<file path="src/rtl/pbd_pkg.sv">
// ----------------------------------------------------------------------------
// Pulse beat detector package
// Shared types, sequencer states and filter constants.
// ----------------------------------------------------------------------------
package pbd_pkg;

   localparam int TapTotal  = 23;  // taps in the symmetric FIR
   localparam int HalfTaps  = 11;  // folded pairs
   localparam int CenterTap = 11;  // unpaired middle tap

   localparam int SampleWidth = 16;
   localparam int AccWidth    = 32;
   localparam int CoefWidth   = 13;
   localparam int ProdWidth   = 30;

   // register word indices (address bit 2)
   localparam logic REG_MIN_SWING = 1'b0;
   localparam logic REG_MAX_SWING = 1'b1;

   localparam logic [15:0] MIN_SWING_RESET = 16'd20;
   localparam logic [15:0] MAX_SWING_RESET = 16'd1000;

   typedef enum logic [2:0] {
      ST_IDLE,
      ST_DIFF,
      ST_ACC,
      ST_SHIFT,
      ST_MAC,
      ST_SUM,
      ST_FINISH
   } state_type;

   // control for the tap cells
   typedef struct packed {
      logic shift;   // take a new sample, every cell passes one place on
      logic rotate;  // turn the two halves of the row one place
   } tap_ctrl_type;

   // control for the multiply-accumulate unit
   typedef struct packed {
      logic       mult;   // register pair * coefficient
      logic       load;   // start the sum from the centre tap
      logic       accum;  // add the registered product
      logic [3:0] idx;    // coefficient index
   } mac_ctrl_type;

   // Q15 low-pass coefficients of the outer pairs, the centre weight last
   function automatic logic [CoefWidth-1:0] fir_coef(input logic [3:0] idx);
      logic [CoefWidth-1:0] c;
      case (idx)
         4'd0:    c = 13'd172;
         4'd1:    c = 13'd321;
         4'd2:    c = 13'd579;
         4'd3:    c = 13'd927;
         4'd4:    c = 13'd1360;
         4'd5:    c = 13'd1858;
         4'd6:    c = 13'd2390;
         4'd7:    c = 13'd2916;
         4'd8:    c = 13'd3391;
         4'd9:    c = 13'd3768;
         4'd10:   c = 13'd4012;
         4'd11:   c = 13'd4096;
         default: c = '0;
      endcase
      return c;
   endfunction

endpackage

</file>
<file path="src/rtl/pbd_tap_cell.sv">
// ----------------------------------------------------------------------------
// Tap cell
// One 16-bit delay-line entry; shifts along the row or rotates in its ring.
// ----------------------------------------------------------------------------
module pbd_tap_cell (
   input  logic                  clock,
   input  logic                  reset,
   input  pbd_pkg::tap_ctrl_type ctrl,
   input  logic [15:0]           shift_din,
   input  logic [15:0]           rot_din,
   output logic [15:0]           dout
);

   logic [15:0] tap_ff;
   logic [15:0] tap_in;

   always_comb begin
      tap_in = tap_ff;
      if (ctrl.shift) begin
         tap_in = shift_din;
      end else if (ctrl.rotate) begin
         tap_in = rot_din;
      end
   end

   always_ff @(posedge clock) begin
      if (reset) begin
         tap_ff <= '0;
      end else begin
         tap_ff <= tap_in;
      end
   end

   assign dout = tap_ff;

endmodule

</file>
<file path="src/rtl/pbd_tap_chain.sv">
// ----------------------------------------------------------------------------
// Tap chain
// Row of tap cells holding the last 23 AC samples, newest in cell 0.
// ----------------------------------------------------------------------------
module pbd_tap_chain (
   input  logic                  clock,
   input  logic                  reset,
   input  pbd_pkg::tap_ctrl_type ctrl,
   input  logic [15:0]           din,
   output logic [15:0]           front_head,
   output logic [15:0]           back_head,
   output logic [15:0]           center
);

   localparam int Last = pbd_pkg::TapTotal - 1;
   localparam int Mid  = pbd_pkg::CenterTap;

   logic [15:0] tap_q [pbd_pkg::TapTotal];

   // Front half rotates towards cell 0, back half towards the last cell,
   // so the two heads meet each pair in turn; the centre cell holds.
   for (genvar k = 0; k < pbd_pkg::TapTotal; k++) begin : g_cell
      logic [15:0] shift_src;
      logic [15:0] rot_src;

      if (k == 0) begin : g_first
         assign shift_src = din;
      end else begin : g_next
         assign shift_src = tap_q[k-1];
      end

      if (k < Mid - 1) begin : g_front
         assign rot_src = tap_q[k+1];
      end else if (k == Mid - 1) begin : g_front_end
         assign rot_src = tap_q[0];
      end else if (k == Mid) begin : g_mid
         assign rot_src = tap_q[Mid];
      end else if (k == Mid + 1) begin : g_back_start
         assign rot_src = tap_q[Last];
      end else begin : g_back
         assign rot_src = tap_q[k-1];
      end

      pbd_tap_cell u_cell (
         .clock     (clock),
         .reset     (reset),
         .ctrl      (ctrl),
         .shift_din (shift_src),
         .rot_din   (rot_src),
         .dout      (tap_q[k])
      );
   end

   assign front_head = tap_q[0];
   assign back_head  = tap_q[Last];
   assign center     = tap_q[Mid];

endmodule

</file>
<file path="src/rtl/pbd_fir_mac.sv">
// ----------------------------------------------------------------------------
// FIR multiply-accumulate
// One folded pair per cycle: wrap the pair sum, multiply, then accumulate.
// ----------------------------------------------------------------------------
module pbd_fir_mac (
   input  logic                  clock,
   input  pbd_pkg::mac_ctrl_type ctrl,
   input  logic [15:0]           front,
   input  logic [15:0]           back,
   input  logic [15:0]           center,
   output logic [31:0]           z
);

   logic [15:0]                  pair;
   logic signed [15:0]           pair_s;
   logic signed [13:0]           coef_s;
   logic signed [29:0]           prod_in;
   logic signed [29:0]           prod_ff;
   logic [31:0]                  z_ff;
   logic [31:0]                  z_in;
   logic [31:0]                  center_term;

   assign pair        = front + back;
   assign pair_s      = signed'(pair);
   assign coef_s      = signed'({1'b0, pbd_pkg::fir_coef(ctrl.idx)});
   assign prod_in     = pair_s * coef_s;
   // centre weight is 4096: a shift by twelve
   assign center_term = {{4{center[15]}}, center, 12'b0};

   always_comb begin
      z_in = z_ff;
      if (ctrl.load) begin
         z_in = center_term;
      end else if (ctrl.accum) begin
         z_in = z_ff + {{2{prod_ff[29]}}, prod_ff};
      end
   end

   always_ff @(posedge clock) begin
      if (ctrl.mult) begin
         prod_ff <= prod_in;
      end
      z_ff <= z_in;
   end

   assign z = z_ff;

endmodule

</file>
<file path="src/rtl/pulse_beat_detector.sv">
// ----------------------------------------------------------------------------
// Pulse beat detector
// DC removal, 23-tap low-pass FIR on a rotating tap row, beat detection.
// ----------------------------------------------------------------------------
//  Channel | Direction | Contents
//  req_    | in        | tdata[17:0] sample
//  rsp_    | out       | tdata[0] beat, [16:1] ac_value, [32:17] dc_level
//  csr_    | in/out    | 0x0 min_swing, 0x4 max_swing (low 16 bits)
//
//  Steps from one transfer to the next: accept, DC difference, DC
//  accumulator update, shift into the tap row, eleven pair products on
//  the rotating row, final sum, result load. req_tready is high only in
//  the idle state, so a new sample waits until the item is done. The
//  pair products all share the single multiplier.
//  Reset clears tap row, DC accumulator and edge tracking, presets registers.
//  A result held by rsp_tready low stalls only the final load; the next
//  sample is still taken while a result waits.
// ----------------------------------------------------------------------------
module pulse_beat_detector (
   input  logic        clock,
   input  logic        reset,
   // input stream
   input  logic        req_tvalid,
   output logic        req_tready,
   input  logic [23:0] req_tdata,   // [17:0] sample, [23:18] zero
   // result stream
   output logic        rsp_tvalid,
   input  logic        rsp_tready,
   output logic [39:0] rsp_tdata,   // [0] beat, [16:1] ac_value, [32:17] dc_level
   // register port
   input  logic        csr_psel,
   input  logic        csr_penable,
   input  logic        csr_pwrite,
   input  logic [2:0]  csr_paddr,
   input  logic [31:0] csr_pwdata,
   output logic [31:0] csr_prdata,
   output logic        csr_pready
);

   // ---------------------------------------------------------------- control
   pbd_pkg::state_type     state_ff, state_in;
   logic [3:0]             cnt_ff, cnt_in;
   pbd_pkg::tap_ctrl_type  tap_ctrl;
   pbd_pkg::mac_ctrl_type  mac_ctrl;

   logic req_xfer;
   logic out_free;
   logic out_load;

   // ---------------------------------------------------------------- datapath
   logic [15:0] sample_ff, sample_in;
   logic [31:0] acc_ff, acc_in;
   logic [31:0] diff_ff, diff_in;
   logic [15:0] dc_ff, dc_in;
   logic [15:0] din;

   logic [15:0] front_head, back_head, center;
   logic [31:0] z;

   // edge tracking
   logic [15:0] last_ac_ff, last_ac_in;
   logic [15:0] run_peak_ff, run_peak_in;
   logic [15:0] run_trough_ff, run_trough_in;
   logic        rising_ff, rising_in;
   logic        falling_ff, falling_in;

   logic signed [15:0] cur_s, prev_s;
   logic               rise, fall;
   logic signed [17:0] swing;
   logic               beat;
   logic [15:0]        peak_base, trough_base;

   // registers and result
   logic [15:0] min_swing_ff, min_swing_in;
   logic [15:0] max_swing_ff, max_swing_in;
   logic        csr_write;

   logic        rsp_valid_ff, rsp_valid_in;
   logic        beat_ff;
   logic [15:0] ac_out_ff;
   logic [15:0] dc_out_ff;

   assign req_xfer = req_tvalid && req_tready;
   assign out_free = !rsp_valid_ff || rsp_tready;
   assign out_load = (state_ff == pbd_pkg::ST_FINISH) && out_free;

   // ---------------------------------------------------------------- sequencer
   always_comb begin
      state_in = state_ff;
      cnt_in   = cnt_ff;
      case (state_ff)
         pbd_pkg::ST_IDLE: begin
            if (req_xfer) begin
               state_in = pbd_pkg::ST_DIFF;
            end
         end
         pbd_pkg::ST_DIFF:  state_in = pbd_pkg::ST_ACC;
         pbd_pkg::ST_ACC:   state_in = pbd_pkg::ST_SHIFT;
         pbd_pkg::ST_SHIFT: begin
            state_in = pbd_pkg::ST_MAC;
            cnt_in   = '0;
         end
         pbd_pkg::ST_MAC: begin
            // step through the outer pairs, one per cycle
            if (cnt_ff == 4'(pbd_pkg::HalfTaps - 1)) begin
               state_in = pbd_pkg::ST_SUM;
            end else begin
               cnt_in = cnt_ff + 4'd1;
            end
         end
         pbd_pkg::ST_SUM:   state_in = pbd_pkg::ST_FINISH;
         pbd_pkg::ST_FINISH: begin
            // hold here while the previous result is still waiting
            if (out_free) begin
               state_in = pbd_pkg::ST_IDLE;
            end
         end
         default:           state_in = pbd_pkg::ST_IDLE;
      endcase
   end

   always_comb begin
      req_tready      = 1'b0;
      tap_ctrl.shift  = 1'b0;
      tap_ctrl.rotate = 1'b0;
      mac_ctrl.mult   = 1'b0;
      mac_ctrl.load   = 1'b0;
      mac_ctrl.accum  = 1'b0;
      mac_ctrl.idx    = cnt_ff;
      case (state_ff)
         pbd_pkg::ST_IDLE:  req_tready = 1'b1;
         pbd_pkg::ST_SHIFT: tap_ctrl.shift = 1'b1;
         pbd_pkg::ST_MAC: begin
            tap_ctrl.rotate = 1'b1;
            mac_ctrl.mult   = 1'b1;
            // first step seeds the sum with the centre tap
            mac_ctrl.load   = (cnt_ff == '0);
            mac_ctrl.accum  = (cnt_ff != '0);
         end
         pbd_pkg::ST_SUM:   mac_ctrl.accum = 1'b1;
         default: begin
         end
      endcase
   end

   always_ff @(posedge clock) begin
      if (reset) begin
         state_ff <= pbd_pkg::ST_IDLE;
         cnt_ff   <= '0;
      end else begin
         state_ff <= state_in;
         cnt_ff   <= cnt_in;
      end
   end

   // ---------------------------------------------------------------- DC tracker
   // acc += ((low16 << 15) - acc) >>> 4, difference and update in separate states
   always_comb begin
      sample_in = sample_ff;
      diff_in   = diff_ff;
      acc_in    = acc_ff;
      dc_in     = dc_ff;
      if (req_xfer) begin
         sample_in = req_tdata[15:0];
      end
      if (state_ff == pbd_pkg::ST_DIFF) begin
         diff_in = {1'b0, sample_ff, 15'b0} - acc_ff;
      end
      if (state_ff == pbd_pkg::ST_ACC) begin
         acc_in = acc_ff + {{4{diff_ff[31]}}, diff_ff[31:4]};
      end
      if (state_ff == pbd_pkg::ST_SHIFT) begin
         dc_in = acc_ff[30:15];
      end
   end

   // AC sample into the tap row: sample minus DC level, wrapped
   assign din = sample_ff - acc_ff[30:15];

   always_ff @(posedge clock) begin
      if (reset) begin
         acc_ff <= '0;
      end else begin
         acc_ff <= acc_in;
      end
      sample_ff <= sample_in;
      diff_ff   <= diff_in;
      dc_ff     <= dc_in;
   end

   // ---------------------------------------------------------------- FIR
   pbd_tap_chain u_chain (
      .clock      (clock),
      .reset      (reset),
      .ctrl       (tap_ctrl),
      .din        (din),
      .front_head (front_head),
      .back_head  (back_head),
      .center     (center)
   );

   pbd_fir_mac u_mac (
      .clock  (clock),
      .ctrl   (mac_ctrl),
      .front  (front_head),
      .back   (back_head),
      .center (center),
      .z      (z)
   );

   // ---------------------------------------------------------------- edges
   // filtered output is z >>> 15 wrapped to 16 bits
   assign cur_s  = signed'(z[30:15]);
   assign prev_s = signed'(last_ac_ff);
   assign rise   = (prev_s < 0) && (cur_s >= 0);
   assign fall   = (prev_s > 0) && (cur_s <= 0);

   // on a rising crossing the swing is the running peak minus the running trough
   assign swing = signed'({{2{run_peak_ff[15]}}, run_peak_ff})
                - signed'({{2{run_trough_ff[15]}}, run_trough_ff});
   assign beat  = rise && (swing > signed'({2'b00, min_swing_ff}))
                       && (swing < signed'({2'b00, max_swing_ff}));

   always_comb begin
      last_ac_in    = last_ac_ff;
      rising_in     = rising_ff;
      falling_in    = falling_ff;
      run_peak_in   = run_peak_ff;
      run_trough_in = run_trough_ff;
      peak_base     = rise ? 16'd0 : run_peak_ff;
      trough_base   = fall ? 16'd0 : run_trough_ff;
      if (out_load) begin
         last_ac_in    = z[30:15];
         rising_in     = rise ? 1'b1 : (fall ? 1'b0 : rising_ff);
         falling_in    = fall ? 1'b1 : (rise ? 1'b0 : falling_ff);
         run_peak_in   = (rising_in && (cur_s > prev_s)) ? z[30:15] : peak_base;
         run_trough_in = (falling_in && (cur_s < prev_s)) ? z[30:15] : trough_base;
      end
   end

   always_ff @(posedge clock) begin
      if (reset) begin
         last_ac_ff    <= '0;
         rising_ff     <= 1'b0;
         falling_ff    <= 1'b0;
         run_peak_ff   <= '0;
         run_trough_ff <= '0;
      end else begin
         last_ac_ff    <= last_ac_in;
         rising_ff     <= rising_in;
         falling_ff    <= falling_in;
         run_peak_ff   <= run_peak_in;
         run_trough_ff <= run_trough_in;
      end
   end

   // ---------------------------------------------------------------- result
   always_comb begin
      rsp_valid_in = rsp_valid_ff;
      if (out_load) begin
         rsp_valid_in = 1'b1;
      end else if (rsp_tready) begin
         rsp_valid_in = 1'b0;
      end
   end

   always_ff @(posedge clock) begin
      if (reset) begin
         rsp_valid_ff <= 1'b0;
      end else begin
         rsp_valid_ff <= rsp_valid_in;
      end
      if (out_load) begin
         beat_ff   <= beat;
         ac_out_ff <= z[30:15];
         dc_out_ff <= dc_ff;
      end
   end

   assign rsp_tvalid = rsp_valid_ff;
   assign rsp_tdata  = {7'b0, dc_out_ff, ac_out_ff, beat_ff};

   // ---------------------------------------------------------------- registers
   // word index in address bit 2; only the low 16 data bits are kept
   assign csr_pready = 1'b1;
   assign csr_write  = csr_psel && csr_penable && csr_pwrite && csr_pready;

   always_comb begin
      min_swing_in = min_swing_ff;
      max_swing_in = max_swing_ff;
      if (csr_write) begin
         case (csr_paddr[2])
            pbd_pkg::REG_MIN_SWING: min_swing_in = csr_pwdata[15:0];
            pbd_pkg::REG_MAX_SWING: max_swing_in = csr_pwdata[15:0];
            default: begin
            end
         endcase
      end
   end

   always_ff @(posedge clock) begin
      if (reset) begin
         min_swing_ff <= pbd_pkg::MIN_SWING_RESET;
         max_swing_ff <= pbd_pkg::MAX_SWING_RESET;
      end else begin
         min_swing_ff <= min_swing_in;
         max_swing_ff <= max_swing_in;
      end
   end

   always_comb begin
      case (csr_paddr[2])
         pbd_pkg::REG_MIN_SWING: csr_prdata = {16'b0, min_swing_ff};
         pbd_pkg::REG_MAX_SWING: csr_prdata = {16'b0, max_swing_ff};
         default:                csr_prdata = '0;
      endcase
   end

endmodule

</file>
<file path="config.mk">
export PLATFORM = sky130hd
export DESIGN_NAME = pulse_beat_detector
export DESIGN_NICKNAME = d
export VERILOG_FILES = /design/src/rtl/pbd_pkg.sv /design/src/rtl/pbd_tap_cell.sv /design/src/rtl/pbd_tap_chain.sv /design/src/rtl/pbd_fir_mac.sv /design/src/rtl/pulse_beat_detector.sv
export SDC_FILE = /design/constraint.sdc
export NUM_CORES = 2
export LEC_CHECK = 0
export ABC_AREA = 0
export ABC_CLOCK_PERIOD_IN_PS = 7300
export BUFFER_PORTS_ARGS = -buffer_cell sky130_fd_sc_hd__buf_2
export CAP_MARGIN = 5
export CELL_PAD_IN_SITES_DETAIL_PLACEMENT = 1
export CELL_PAD_IN_SITES_GLOBAL_PLACEMENT = 1
export CORE_AREA = 2 2 336 338
export DETAILED_ROUTE_END_ITERATION = 7
export DIE_AREA = 0 0 338 340
export PLACE_DENSITY = 0.72
export SYNTH_ARGS = -nofsm -noshare
export SYNTH_HDL_FRONTEND = slang
export SYNTH_SLANG_ARGS = --single-unit
</file>
<file path="constraint.sdc">
create_clock -name clock -period 7.3 [get_ports clock]
set_input_delay 1.825 -clock clock [delete_from_list [all_inputs] [get_ports clock]]
set_output_delay 1.825 -clock clock [all_outputs]
set_load 0.03 [all_outputs]
</file>
==> flow_summary.yaml <==
run_status:
  outcome: "finished with violations"
  violations: "negative setup slack"
synth:
  synth.avg_cell_area_sq_um: 8.70
  synth-compound-area-share_pct: 16.7
  async_flop_share_pct: 0
  synth_top_area_cell: "dfxtp_1"
  synth_area_sq_um: 38600
  synth.area.mux_share_pct: 0.107
  synth.area.top_cells: "dfxtp_1 (27%), edfxtp_1 (11%), fa_1 (11%)"
  ys.flop_type: "dfxtp_1"
  synth_top_family_by_area: "adder cells"
  synth-seq-cells: 657
  synth-adder-area-share_pct: 18.4
  synth-seq-area-share_pct: 37.7
  synth_warnings: 0
  netlist_instances: 4441
  synth_xor_area_share_pct: 3.20
  synth_edf_count: 142
  ys_types: 85
  netlist.area_leader.share_pct: 26.7
  synthSimpleGateAreaFrac_pct: 17.4
setup_path:
  required_ns: 7.67
  cpMostUsedCell: "fa_1"
  crit_family: "adder cells"
  r2r_cells: 35
  critPathMaxStageDelay_ns: 0.55
  cp_num_cells: 35
  cp.arrival_ns: 8.47
  critical_path.endpoint_type: "register"
  critical_path_class: "reg -> reg"
  crit_fanout: 5
  crit_path_start_kind: "register"
  cp_num_buf_inv: 6
  worst_path_max_delay_cell: "fa_1"
sta:
  rsz0062_at_grt: "true"
  clock.fmax_ghz: 0.123
  slew_headroom_pct: 19.6
  holdWs_ns: 0.420
  period_minus_slack_ns: 8.10
  setup-violations-final: 15
  hold_violations: 0
  setup_tns_ns: -6.97
  fin_crit_sh_pct: 111
  worst_slew_pin_slew_ns: 1.20
  slew_viol_final: 0
  skew_ns: 0.0393
  fin_ws_ns: -0.799
global_route:
  antenna_found_initial: 0
  grt_pass1_wl_um: 172000
  grt_max_degree: 180
  grt_pass1_vias: 32969
  grtUsageTotal_pct: 18.2
  grt_overflow: 0
detailed_routing:
  num_vias: 31362
  met2_length_um: 52400
  dr_wl_met3_um: 3570
  drc: 0
  drt-met1-wl_um: 48700
  viasPerCell: 5.12
  drtIter0Drc: 1817
  wl_per_cell_um: 17.4
  highest_layer: "met4"
  routed_wl_um: 106000
  postRouteAntennaNets: 0
  drtPass1Iterations: 5
power:
  p_leak_nw: 18.2
  peakVddDrop_mv: 0.146
  power_density_nw_per_um2: 217
  total_power_mw: 9.71
floorplanning:
  num_rows: 123
  die_w_um: 338
  die_area_sq_um: 115000
  core_sq_um: 112000
  start_util_pct: 34.6
  die_h_um: 340
  ios: 141
clock_network:
  clock_path_buffers: 3
  cts_sinks: 657
  clock_latency_ns: 0.67
  h-tree-depth: 3
  cts-root-buf: "clkbuf_16"
  numCtsBuffers: 77
  ctsHoldBuffers: 0
  tritoncts: "yes"
  clk_pin_slew_worst_paths_ns: 0.06
placement:
  gp_congestion: 0.833
  placed_area_sq_um: 41600
  numPortBuffers: 90
  dpl.hpwl_um: 74000
  place_inst: 5964
cells_and_area:
  syn_to_final_growth_pct: 15.9
  antenna_cells: 0
  drive_above_1_share_pct: 11.7
  final_nets: 5069
  final_area_sq_um: 44800
  finalNonFillerCells: 6122
hold_path:
  hp-class: "reg -> reg"
  holdPathStages: 0
job:
  cap_violations: 0
==> worst reg2reg max path: cells and delay by family (launching register included) <==
| kind | cells | cell delay, ns |
|---|---|---|
| and+or+nand+nor | 5 | 0.58 |
| AOI/OAI and AO/OA | 13 | 2.52 |
| DFF | 1 | 0.35 |
| buffers and inverters | 6 | 0.39 |
| adders and majority gates | 9 | 3.70 |
| xor gates and xnor gates | 2 | 0.26 |
==> report_power, final <==
part | leakage (nW) | internal, mW | switching, mW
clock | 1.33 | 2.42 | 1.66
sequential | 5.47 | 3.86 | 0.102
combinational | 11.4 | 0.674 | 0.988
total | 18.2 | 6.96 | 2.75
==> final timing paths <==
| path | from | end | slack (ns) |
|---|---|---|---|
| max | u_chain.g_cell[22].u_cell.dout[0] | u_mac.prod_ff[29] | -0.80 |
| min | dc_ff[10] | dc_out_ff[10] | 0.42 |
| min reg2reg | dc_ff[10] | dc_out_ff[10] | 0.42 |
| max reg2reg | u_chain.g_cell[22].u_cell.dout[0] | u_mac.prod_ff[29] | -0.80 |
==> area by class of cell <==
cell class | count | area, sq um
Clock inverter | 31 | 418
Inverter | 370 | 1400
Multi-Input combinational cell | 3170 | 22100
Fill cell | 12995 | 66800
Sequential cell | 657 | 14600
Clock buffer | 110 | 2280
Timing Repair Buffer | 284 | 2070
Tap cell | 1500 | 1880
==> stage by stage <==
stage | utilization, % | worst slack, ns
floorplan | - | -0.272
global placement | 37.2 | -0.830
detailed placement | 37.2 | -0.982
CTS | 39.9 | -0.708
global route | 40.1 | -1.13
finish | 40.1 | -0.799
==> per-layer routing <==
layer	GRT usage (%)	vias to the layer above
met5	0	-
met2	32.0	397
met1	23.8	15709
li1	-	15128
met3	2.29	128
met4	3.79	0
==> what timing repair did <==
item	in CTS	in global routing
cloned	0	0
pin swaps	41	49
buffers inserted	7	16
endpoints found under the setup margin	15	16
gates resized for setup	45	52
endpoints found under the hold margin	0	0
==> sequential cells by signal (all words and copies together) (netlist names) <==
name / count
ac_out_ff: 16
dc_out_ff: 16
state_ff: 3
max_swing_ff: 16
run_trough_ff: 16
beat_ff: 1
u_mac.z: 31
u_mac.coef_s: 13
rsp_tvalid: 1
cnt_ff: 4
dc_ff: 16
run_peak_ff: 16
u_mac.prod_ff: 30
diff_ff: 28
acc_ff: 32
falling_ff: 1
min_swing_ff: 16
last_ac_ff: 16
u_chain.g_cell.u_cell.dout: 368
rising_ff: 1
sample_ff: 16
==> cells in the mapped netlist (39+ instances only) <==
cell      count
a22oi_1      77
edfxtp_1    142
dfxtp_1     515
xnor2_1     102
a21oi_1     434
inv_1       367
a21o_1       51
nor2_1      229
clkbuf_1    215
o21ai_0     103
xor2_1       39
fa_1        207
nand2_1     990
a311oi_1    109
and2_1      106
ha_1        236
==> cells in the final DEF, fill, tap and decap left out, drive strengths merged, types with 110 or more instances in the layout <==
cell	netlist	routed
edfxtp	142	142
inv	368	379
a311oi	110	110
dfxtp	515	515
fa	207	207
ha	236	236
buf	51	284
nand2	990	990
clkbuf	215	110
a21oi	435	435
nor2	229	229
==> logic make-up (layout without fill, tap and decap cells) <==
| kind of cell | after synthesis | in the layout |
|---|---|---|
| muxes | 4 | 4 |
| adders and majority gates | 443 | 443 |
| xor gates and xnor gates | 141 | 141 |
| and+or+nand+nor | 1561 | 1561 |
| DFF | 657 | 657 |
| buffers and inverters | 636 | 795 |
| other | 2 | 24 |
| AOI/OAI and AO/OA | 997 | 997 |
Note: power is estimated with default switching activity, not from simulation.
